--- src/rtl/bgmc_pkg.sv ---
// Package for the button gesture mode controller: time width, register
// indexes and reset values, event and mode codes, LED color lookup.
// No dependencies.
package bgmc_pkg;

	localparam int TIME_BITS = 48;

	typedef logic [TIME_BITS-1:0] time_t;

	localparam int LONG_W  = 24;
	localparam int MIN_W   = 20;
	localparam int GAP_W   = 24;
	localparam int CFG_W   = 24;
	localparam int CFG_IDX_W = 2;

	typedef enum logic [CFG_IDX_W-1:0] {
		REG_LONG_PRESS = 2'd0,
		REG_MIN_PRESS  = 2'd1,
		REG_DOUBLE_GAP = 2'd2
	} reg_idx_t;

	localparam logic [LONG_W-1:0] LONG_PRESS_RST = 24'd3000000;
	localparam logic [MIN_W-1:0]  MIN_PRESS_RST  = 20'd50000;
	localparam logic [GAP_W-1:0]  DOUBLE_GAP_RST = 24'd500000;

	typedef enum logic [2:0] {
		EV_NONE     = 3'd0,
		EV_MODE     = 3'd1,
		EV_GENERATE = 3'd2,
		EV_NEXT     = 3'd3,
		EV_ACK      = 3'd4
	} event_t;

	typedef enum logic [1:0] {
		MODE_SMARTCARD = 2'd0,
		MODE_KEYBOARD  = 2'd1,
		MODE_SETUP     = 2'd2
	} mode_t;

	typedef struct packed {
		logic [7:0] red;
		logic [7:0] green;
		logic [7:0] blue;
	} rgb_t;

	localparam logic [7:0] LED_FULL = 8'd255;
	localparam logic [7:0] LED_HALF = 8'd128;
	localparam logic [7:0] LED_OFF  = 8'd0;

	function automatic rgb_t mode_color(input mode_t m, input logic synced);
		rgb_t c;
		unique case (m)
			MODE_SMARTCARD: c = '{synced ? LED_OFF : LED_FULL, LED_FULL, LED_OFF};
			MODE_KEYBOARD:  c = '{synced ? LED_OFF : LED_FULL, LED_OFF, LED_FULL};
			default:        c = '{LED_FULL, LED_HALF, LED_OFF};
		endcase
		return c;
	endfunction

endpackage

--- src/rtl/button_gesture_mode_controller_unit.sv ---
// Button gesture mode controller: press tracking, long-press mode cycling,
// short-press events and LED color per sample. Depends on bgmc_pkg.
//
// Usage:
//   Input channel (in_valid / in_stall) carries one sample word: now_us,
//   button_down, time_synced. Output channel (out_valid / out_stall) gives
//   one result word per sample: event_code, mode, led_red/green/blue.
//   A word moves when valid is high and stall is low.
//   Path: an accepted sample sits in the input register, is evaluated
//   against the gesture state and is registered in the result register.
//   Throughput: one sample per cycle unless out_stall holds the result,
//   set by the single evaluation stage between input and result registers.
//   Receiver stall: the result register holds; the input register keeps its
//   sample and in_stall rises once both registers are full.
//   Configuration: cfg_we writes cfg_data into the register at cfg_index
//   (0 long press, 1 minimum press, 2 double-press gap); write while idle.
//   Reset: arst_n clears mode to ccid, press tracking, the release history,
//   both valid flags, and loads the default timing registers.
module button_gesture_mode_controller_unit (
	input  logic                             clk,
	input  logic                             arst_n,
	input  logic                             cfg_we,
	input  logic [bgmc_pkg::CFG_IDX_W-1:0]   cfg_index,
	input  logic [bgmc_pkg::CFG_W-1:0]       cfg_data,
	input  logic                             in_valid,
	output logic                             in_stall,
	input  logic [bgmc_pkg::TIME_BITS-1:0]   now_us,
	input  logic                             button_down,
	input  logic                             time_synced,
	output logic                             out_valid,
	input  logic                             out_stall,
	output logic [2:0]                       event_code,
	output logic [1:0]                       mode,
	output logic [7:0]                       led_red,
	output logic [7:0]                       led_green,
	output logic [7:0]                       led_blue
);

	logic [bgmc_pkg::LONG_W-1:0] long_press_q;
	logic [bgmc_pkg::MIN_W-1:0]  min_press_q;
	logic [bgmc_pkg::GAP_W-1:0]  double_gap_q;

	bgmc_pkg::mode_t  mode_q;
	logic             held_q;
	logic             long_seen_q;
	bgmc_pkg::time_t  press_start_q;
	bgmc_pkg::time_t  last_release_q;
	logic             release_seen_q;

	logic             valid_s1;
	bgmc_pkg::time_t  now_s1;
	logic             down_s1;
	logic             synced_s1;

	logic             out_valid_q;
	bgmc_pkg::event_t event_q;
	bgmc_pkg::mode_t  mode_out_q;
	bgmc_pkg::rgb_t   rgb_q;

	logic             advance;
	bgmc_pkg::time_t  dur;
	bgmc_pkg::time_t  gap;
	bgmc_pkg::event_t ev_d;
	bgmc_pkg::mode_t  mode_d;
	bgmc_pkg::mode_t  mode_next;
	logic             held_d;
	logic             long_seen_d;
	logic             press_upd;
	logic             release_upd;

	assign advance  = valid_s1 && !(out_valid_q && out_stall);
	assign in_stall = valid_s1 && !advance;

	always_ff @(posedge clk or negedge arst_n) begin
		if (!arst_n) begin
			long_press_q <= bgmc_pkg::LONG_PRESS_RST;
			min_press_q  <= bgmc_pkg::MIN_PRESS_RST;
			double_gap_q <= bgmc_pkg::DOUBLE_GAP_RST;
		end else if (cfg_we) begin
			unique case (cfg_index)
				bgmc_pkg::REG_LONG_PRESS: long_press_q <= cfg_data[bgmc_pkg::LONG_W-1:0];
				bgmc_pkg::REG_MIN_PRESS:  min_press_q  <= cfg_data[bgmc_pkg::MIN_W-1:0];
				bgmc_pkg::REG_DOUBLE_GAP: double_gap_q <= cfg_data[bgmc_pkg::GAP_W-1:0];
				default: ;
			endcase
		end
	end

	// input register
	always_ff @(posedge clk or negedge arst_n) begin
		if (!arst_n) begin
			valid_s1 <= 1'b0;
		end else if (!in_stall) begin
			valid_s1 <= in_valid;
		end
	end

	always_ff @(posedge clk) begin
		if (in_valid && !in_stall) begin
			now_s1    <= now_us;
			down_s1   <= button_down;
			synced_s1 <= time_synced;
		end
	end

	assign dur = now_s1 - press_start_q;
	assign gap = now_s1 - last_release_q;

	always_comb begin
		unique case (mode_q)
			bgmc_pkg::MODE_SMARTCARD: mode_next = bgmc_pkg::MODE_KEYBOARD;
			bgmc_pkg::MODE_KEYBOARD:  mode_next = bgmc_pkg::MODE_SETUP;
			default:                  mode_next = bgmc_pkg::MODE_SMARTCARD;
		endcase
	end

	always_comb begin
		ev_d        = bgmc_pkg::EV_NONE;
		mode_d      = mode_q;
		held_d      = held_q;
		long_seen_d = long_seen_q;
		press_upd   = 1'b0;
		release_upd = 1'b0;
		if (down_s1 && !held_q) begin
			held_d    = 1'b1;
			press_upd = 1'b1;
		end else if (!down_s1 && held_q) begin
			if (!long_seen_q && dur > bgmc_pkg::time_t'(min_press_q)) begin
				if (mode_q == bgmc_pkg::MODE_KEYBOARD) begin
					ev_d = (release_seen_q && gap < bgmc_pkg::time_t'(double_gap_q)) ?
						bgmc_pkg::EV_NEXT : bgmc_pkg::EV_GENERATE;
				end else if (mode_q == bgmc_pkg::MODE_SMARTCARD) begin
					ev_d = bgmc_pkg::EV_ACK;
				end
			end
			release_upd = 1'b1;
			held_d      = 1'b0;
			long_seen_d = 1'b0;
		end else if (down_s1 && held_q) begin
			if (dur > bgmc_pkg::time_t'(long_press_q) && !long_seen_q) begin
				long_seen_d = 1'b1;
				mode_d      = mode_next;
				ev_d        = bgmc_pkg::EV_MODE;
			end
		end
	end

	always_ff @(posedge clk or negedge arst_n) begin
		if (!arst_n) begin
			mode_q         <= bgmc_pkg::MODE_SMARTCARD;
			held_q         <= 1'b0;
			long_seen_q    <= 1'b0;
			press_start_q  <= '0;
			last_release_q <= '0;
			release_seen_q <= 1'b0;
		end else if (advance) begin
			mode_q      <= mode_d;
			held_q      <= held_d;
			long_seen_q <= long_seen_d;
			if (press_upd) begin
				press_start_q <= now_s1;
			end
			if (release_upd) begin
				last_release_q <= now_s1;
				release_seen_q <= 1'b1;
			end
		end
	end

	// result register
	always_ff @(posedge clk or negedge arst_n) begin
		if (!arst_n) begin
			out_valid_q <= 1'b0;
		end else if (!(out_valid_q && out_stall)) begin
			out_valid_q <= valid_s1;
		end
	end

	always_ff @(posedge clk) begin
		if (advance) begin
			event_q    <= ev_d;
			mode_out_q <= mode_d;
			rgb_q      <= bgmc_pkg::mode_color(mode_d, synced_s1);
		end
	end

	assign out_valid  = out_valid_q;
	assign event_code = event_q;
	assign mode       = mode_out_q;
	assign led_red    = rgb_q.red;
	assign led_green  = rgb_q.green;
	assign led_blue   = rgb_q.blue;

endmodule

--- config.mk ---
export PLATFORM = sky130hd
export DESIGN_NAME = button_gesture_mode_controller_unit
export DESIGN_NICKNAME = d
export VERILOG_FILES = /design/src/rtl/bgmc_pkg.sv /design/src/rtl/button_gesture_mode_controller_unit.sv
export SDC_FILE = /design/constraint.sdc
export NUM_CORES = 1
export LEC_CHECK = 0
export BUFFER_PORTS_ARGS = -buffer_cell sky130_fd_sc_hd__buf_2
export CORE_ASPECT_RATIO = 0.9
export CORE_UTILIZATION = 65
export CTS_CLUSTER_DIAMETER = 40
export DETAILED_ROUTE_END_ITERATION = 12
export PLACE_DENSITY = 0.93
export REMOVE_ABC_BUFFERS = 1
export SLEW_MARGIN = 10
export SYNTH_ARGS = -nofsm -noshare
export SYNTH_HDL_FRONTEND = slang
export SYNTH_SLANG_ARGS = --single-unit
--- constraint.sdc ---
create_clock -name clk -period 7.1 [get_ports clk]
set_input_delay 0 -clock clk [delete_from_list [all_inputs] [get_ports clk]]
set_output_delay 0 -clock clk [all_outputs]
set_load 0.02 [all_outputs]
==> flow_metrics.tcl, run 1 <==
set metrics [dict create \
    status "finished, final reports clean" \
    nNetsFinal 2120 \
    place_congestion 0.934 \
    cts_buffers 36 \
    drtIter0Drc 1737 \
    slowest_stage "o311ai_0" \
    syn_to_final_growth_pct 16.6 \
    power_switching_share_pct 45.8 \
    regArea_um2 6080 \
    syn_inst 1711 \
    grt.overflow.total 0 \
    drv_cap 0 \
    p_clk_share_pct 19.5 \
    path_common_cell "a21oi_1" \
    grt_pass1_wl_mm 74.7 \
    antenna_found_initial 0 \
    finalCritPeriodShare_pct 80.7 \
    ys_warn_count 0 \
    routed_wl_mm 46.9 \
    drc 0 \
    async_reset_ff_share_pct 74.3 \
    clk_latency_ps 530 \
    synth_edf_count 59 \
    p_switching_w 0.00426 \
    fmax_ghz 0.175 \
    final_common_cell "inv_1" \
    final_max_slew_viol_count 0 \
    wl_per_cell_um 21.0 \
    leakage_nw 8.61 \
    dp_slack_ps 1610 \
    synth_ff_type "dfrtp_1" \
    rows 54 \
    multi_input_area_um2 9140 \
    num_vias 14186 \
    cts.sinks 230 \
    die_h_um 152 \
    dp_hpwl_mm 32.8 \
    power.internal_w 0.00504 \
    clockBufferDepth 3 \
    vdd_drop_max_uv 284 \
    grt.total_usage_pct 37.1 \
    critPathArrivalTime_ps 6080 \
    grt_max_degree 97 \
    path_clk_slew_ps 60 \
    coreArea_um2 24400 \
    root_buffer "clkbuf_16" \
    drt_pre_antenna_iters 6 \
    tightest_slew_ps 1150 \
    ys_seq_area_share_pct 37.3 \
    timing.slew.headroom_pct 23.0 \
    cts_htree_levels 2 \
    antennaDiodeCount 0 \
    seq_power_share_pct 21.7 \
    cts_resized 0 \
    synth_cell_type_count 80 \
    fin_skew_ps 25.6 \
    final_cell_mix "inv_1, ha_1, dfrtp_1" \
    max_stage_delay_ps 730 \
    combPwrFrac_pct 58.7 \
    fin_ws_ps 1370 \
    numPortBuffers 111 \
    rsz0062_at_grt "no" \
    postCtsHoldBufs 78 \
    fp.dieW_um 169 \
    io_pins 112 \
    worstSetupStartpointType "register" \
    ant_nets 0 \
    crit_family "compound AO/OA/AOI/OAI gates" \
    synth-seq-cells 230 \
    path_class "register to register" \
    nFillCells 1579 \
    hold_viol_final 0 \
    cts_setup_buffers 0 \
    start_util_pct 66.8 \
    cp_num_buf_inv 0 \
    holdWs_ps 99.6 \
    fin_setup_tns_ps 0 \
    critPathRequiredTime_ps 7450 \
    syn_avg_cell_area_um2 9.52 \
    drive_gt1_share_pct 20.3 \
    viasPerCell 6.34 \
    setup_viol 0 \
    fin_crit_ps 5730 \
    first_global_vias 14095 \
    crit_chain "ha_1 -> o211ai_1 -> a21oi_1 -> nor2_1 -> or2_2 -> o311ai_0 -> a21oi_1 -> nor3_1 -> nor2_1 -> xnor2_1 -> ha_1 -> a21oi_1 -> nor2b_1 -> o21ai_0 -> o41ai_1 -> a2111oi_0 -> o2111ai_1 -> nor4_1 -> nand4_1 -> nor4_1 -> nand4_1 -> o31ai_1" \
    power_density_nw_per_um2 490 \
    syn_area_um2 16300 \
    cts_tree "done" \
    crit_fanout 5 \
    dieArea_um2 25700 \
    worst_hold_path_type "primary input to register" \
    worstSetupEndpointType "register" \
]
==> cells by family (layout without fill, tap and decap cells) <==
logic type	count (synthesis)	in the layout	share of synthesized area, %
adders and majority gates	167	167	12.9
buffers and inverters	259	448	6.61
xor gates and xnor gates	70	70	3.77
muxes	151	151	10.4
and+or+nand+nor	404	404	12.2
DFF	230	230	37.3
AOI/OAI and AO/OA	430	430	16.8
==> cell usage after synthesis (all sizes together), types with 8 or more instances <==
cell type | count | area share (%)
o21ai | 106 | 3.3
edfxtp | 59 | 11
nand3b | 9 | 0.41
and3 | 10 | 0.38
dfstp | 23 | 3.7
o21bai | 12 | 0.55
clkbuf | 32 | 0.76
xnor2 | 45 | 2.4
o21a | 11 | 0.51
nor4 | 14 | 0.67
buf | 40 | 1.5
a31oi | 13 | 0.50
o211ai | 16 | 0.74
nand4 | 40 | 1.5
nor3 | 20 | 0.61
inv | 187 | 4.3
nor2b | 13 | 0.51
nand3 | 29 | 0.89
nand2 | 137 | 3.2
a211oi | 14 | 0.83
nor2 | 83 | 1.9
mux2 | 147 | 10
ha | 165 | 13
or2 | 8 | 0.31
dfrtp | 148 | 23
a21o | 46 | 2.1
and2 | 9 | 0.35
a21oi | 148 | 4.7
xor2 | 25 | 1.3
nand2b | 13 | 0.50
==> state kept, by name, summed over array words and instances (netlist names), 2 cells and up <==
signal / count
long_press_q: 24
mode_q: 2
double_gap_q: 24
mode: 2
event_code: 3
last_release_q: 48
led_green: 2
now_s1: 48
min_press_q: 20
press_start_q: 48
==> path summary, 6_finish.rpt <==
| kind | from | end | slack, ps | depth (start not counted) |
|---|---|---|---|---|
| max | now_s1[2] | event_code[0] | 1370 | 22 |
| min | cfg_index[0] | long_press_q[19] | 100 | 5 |
| max reg2reg | now_s1[2] | event_code[0] | 1370 | 22 |
| min reg2reg | valid_s1 | out_valid | 490 | 1 |
| max in group asynchronous | arst_n | out_valid | 5360 | 3 |
| min in group asynchronous | arst_n | press_start_q[9] | 170 | 2 |
==> layer usage <==
layer | wire, um | global-route usage [%]
met5 | 0 | 0
met4 | 1350 | 11.9
met3 | 4580 | 7.53
met2 | 21200 | 58.4
met1 | 19700 | 51.4
==> worst register-to-register path, delay by kind of cell, from the launching register on <==
kind | cells | cell delay (ps)
compound gates | 10 | 2600
xor+xnor | 1 | 180
fa+ha+maj | 2 | 680
flops | 1 | 430
simple gates | 9 | 1670
==> stage by stage <==
step           power, W  cells  utilization (%)  instance area, um2
5_1_grt         0.00992   2236             77.8               19000
3_3_place_gp    0.00697   2092             69.5               16900
6_report        0.00930   2236             77.8               19000
4_1_cts         0.00909   2236             77.8               19000
2_1_floorplan   0.00583   1639                -               15900
3_5_place_dp    0.00717   2092             69.5               16900
==> final cells by class <==
cell class	instances	share of cell area (%)
clock buffers	39	5.03
clock inverters	27	1.59
inverters	187	3.70
multi-input cells	1222	48.1
flip-flops and latches	230	32.0
well taps	336	2.21
repair buffers	195	7.31
==> power groups by stage <==
stage / clock, W / combinational (W) / sequential [W]
final: 0.00182 / 0.00546 / 0.00202
after global routing: 0.00189 / 0.00597 / 0.00206
after CTS: 0.00182 / 0.00527 / 0.00201
after detailed placement: 0 / 0.00514 / 0.00203
after global placement: 0 / 0.00498 / 0.00198
after floorplan: 0 / 0.00383 / 0.00200
Note: power is estimated with default switching activity, not from simulation.
==> run 2, diff against run 1 <==
--- a/config.mk
+++ b/config.mk
@@ -7,10 +7,10 @@
 export LEC_CHECK = 0
 export BUFFER_PORTS_ARGS = -buffer_cell sky130_fd_sc_hd__buf_2
 export CORE_ASPECT_RATIO = 0.9
-export CORE_UTILIZATION = 65
+export CORE_UTILIZATION = 62
 export CTS_CLUSTER_DIAMETER = 40
 export DETAILED_ROUTE_END_ITERATION = 12
-export PLACE_DENSITY = 0.93
+export PLACE_DENSITY = 0.89
 export REMOVE_ABC_BUFFERS = 1
 export SLEW_MARGIN = 10
 export SYNTH_ARGS = -nofsm -noshare
==> constraint.sdc (replaced) <==
create_clock -name clk -period 5.9 [get_ports clk]
set_input_delay 0 -clock clk [delete_from_list [all_inputs] [get_ports clk]]
set_output_delay 0 -clock clk [all_outputs]
set_load 0.02 [all_outputs]
==> run 2 against run 1 <==
  * Worst hold slack lost 51 ps
  * Clock skew shrank 9.8 ps
  * Highest routed layer unchanged
  * Die area grew 4.8%
  * Clock power grew 4%
  * Critical endpoint unchanged
  * Non-clock buffer count grew 1
==> flow_metrics.tcl, run 2 (synthesis gave the netlist of run 1 again) <==
set metrics [dict create \
    status "finished, final reports clean" \
    final_cell_mix "inv_1, ha_1, dfrtp_1" \
    r2r_setup_slack_ps 540 \
    hold_viol_final 0 \
    clockBufferDepth 3 \
    die_h_um 156 \
    worstSetupEndpointType "register" \
    drive_gt1_share_pct 19.8 \
    routed_wl_mm 45.1 \
    timing.slew.headroom_pct 22.9 \
    rr_worst_depth 23 \
    antennaDiodeCount 0 \
    io_pins 112 \
    fp.dieW_um 173 \
    worst_hold_path_type "primary input to register" \
    path_class "register to register" \
    fin_setup_tns_ps 0 \
    clk_latency_ps 580 \
    wl_per_cell_um 20.2 \
    drc 0 \
    critPathRequiredTime_ps 6300 \
    hp-start "cfg_index[1]" \
    setup_viol 0 \
    root_buffer "clkbuf_16" \
    grt_pass1_wl_mm 72.2 \
    start_util_pct 63.9 \
    ant_nets 0 \
    final_common_cell "inv_1" \
    worstSetupStartpointType "register" \
    reg2reg_to "event_code[0]" \
    rows 55 \
    power_density_nw_per_um2 576 \
    path_clk_slew_ps 70 \
    fin_skew_ps 15.9 \
    stdcell_area_um2 18800 \
    drv_cap 0 \
    cts_tree "done" \
    finalCritPeriodShare_pct 90.9 \
    coreArea_um2 25500 \
    antenna_found_initial 1 \
    viasPerCell 6.19 \
    num_vias 13838 \
    dieArea_um2 26900 \
    drt_pre_antenna_iters 5 \
    place_area_um2 17000 \
    hold_end "long_press_q[7]" \
    drtIter0Drc 1338 \
    reg_top3 "last_release_q (48), now_s1 (48), press_start_q (48)" \
    nNetsFinal 2116 \
    cts_buffers 31 \
    cts_htree_levels 1 \
    numPortBuffers 111 \
    fmax_ghz 0.186 \
    first_global_vias 13753 \
    grt_max_degree 94 \
    syn_to_final_growth_pct 15.5 \
    hold_depth 5 \
    tightest_slew_ps 1150 \
    r2r_start "now_s1[3]" \
    grt.total_usage_pct 33.9 \
    vdd_drop_max_uv 319 \
    grt.overflow.total 0 \
    final_max_slew_viol_count 0 \
    fin_crit_ps 5360 \
    cts.sinks 230 \
    dp_hpwl_mm 32.6 \
    critPathArrivalTime_ps 5770 \
    rsz0062_at_grt "no" \
    place_congestion 0.955 \
    crit_fanout 4 \
    leakage_nw 8.52 \
]
## run 2: per-layer routing
layer	vias up	track usage [%]	share of wire (%)
li1	6417	-	-
met2	664	54.7	44
met4	0	11.2	3.2
met5	-	0	0
met3	101	6.12	8.5
met1	6656	46.4	44
## run 2: cell type report
cell class / count / area, um2
multi-input cells: 1222 / 9150
fillers: 1792 / 6660
flip-flops and latches: 230 / 6080
clock inverters: 23 / 241
well taps: 342 / 428
repair buffers: 196 / 1400
clock buffers: 35 / 811
inverters: 187 / 702
## run 2: worst max-delay path, stage by stage, from the launching register on
cell       delay [ps]
edfxtp_1          480
ha_1              410
o211ai_1          110
a21oi_1           250
nor2_1            120
or2_2             320
o311ai_0          360
buf_4             190
a21oi_1            90
nor3_1            200
nor2_1             70
xnor2_1           140
ha_1              300
a21oi_1           130
nor2b_1            60
o21ai_0           180
o41ai_1           130
a2111oi_1         320
o2111ai_1         160
nor4_1            290
nand4_1           120
nor4_1            210
nand4_1           280
o31ai_1           290
## run 2: how the worst max path moves through the flow
stage / cells after the start / slack [ps] / endpoint / startpoint
after floorplan: 22 / 1260 / event_code[0] / now_s1[2]
after global placement: 23 / 820 / event_code[0] / now_s1[3]
after detailed placement: 23 / 630 / event_code[0] / now_s1[0]
after CTS: 23 / 570 / event_code[0] / now_s1[0]
after global routing: 23 / 30 / event_code[0] / now_s1[2]
final: 23 / 540 / event_code[0] / now_s1[3]
## run 2: power breakdown
part	switching (W)	total, W	leakage (nW)	internal (W)
sequential	0.000288	0.00243	2.57	0.00214
clock	0.000780	0.00189	0.511	0.00111
combinational	0.00389	0.00651	5.43	0.00262
total	0.00495	0.0108	8.52	0.00587
## run 2: timing repair
item / 4_1_cts / 5_1_grt
endpoints found under the setup margin: 0 / 1
endpoints found under the hold margin: 212 / 0
hold buffers: 78 / 0
buffers inserted: 0 / 0
resized for setup: 0 / 2
## run 2: per-stage QoR
stage | utilization [%] | instances | worst slack, ps | hold WS (ps) | power, W
after floorplan | - | 1639 | 1260 | -296 | 0.00702
after global placement | 66.6 | 2099 | 816 | 132 | 0.00838
after detailed placement | 66.6 | 2099 | 628 | 147 | 0.00864
after CTS | 73.8 | 2235 | 567 | 11.7 | 0.0106
after global routing | 73.8 | 2235 | 34.9 | 96.3 | 0.0116
final | 73.8 | 2235 | 536 | 48.3 | 0.0108
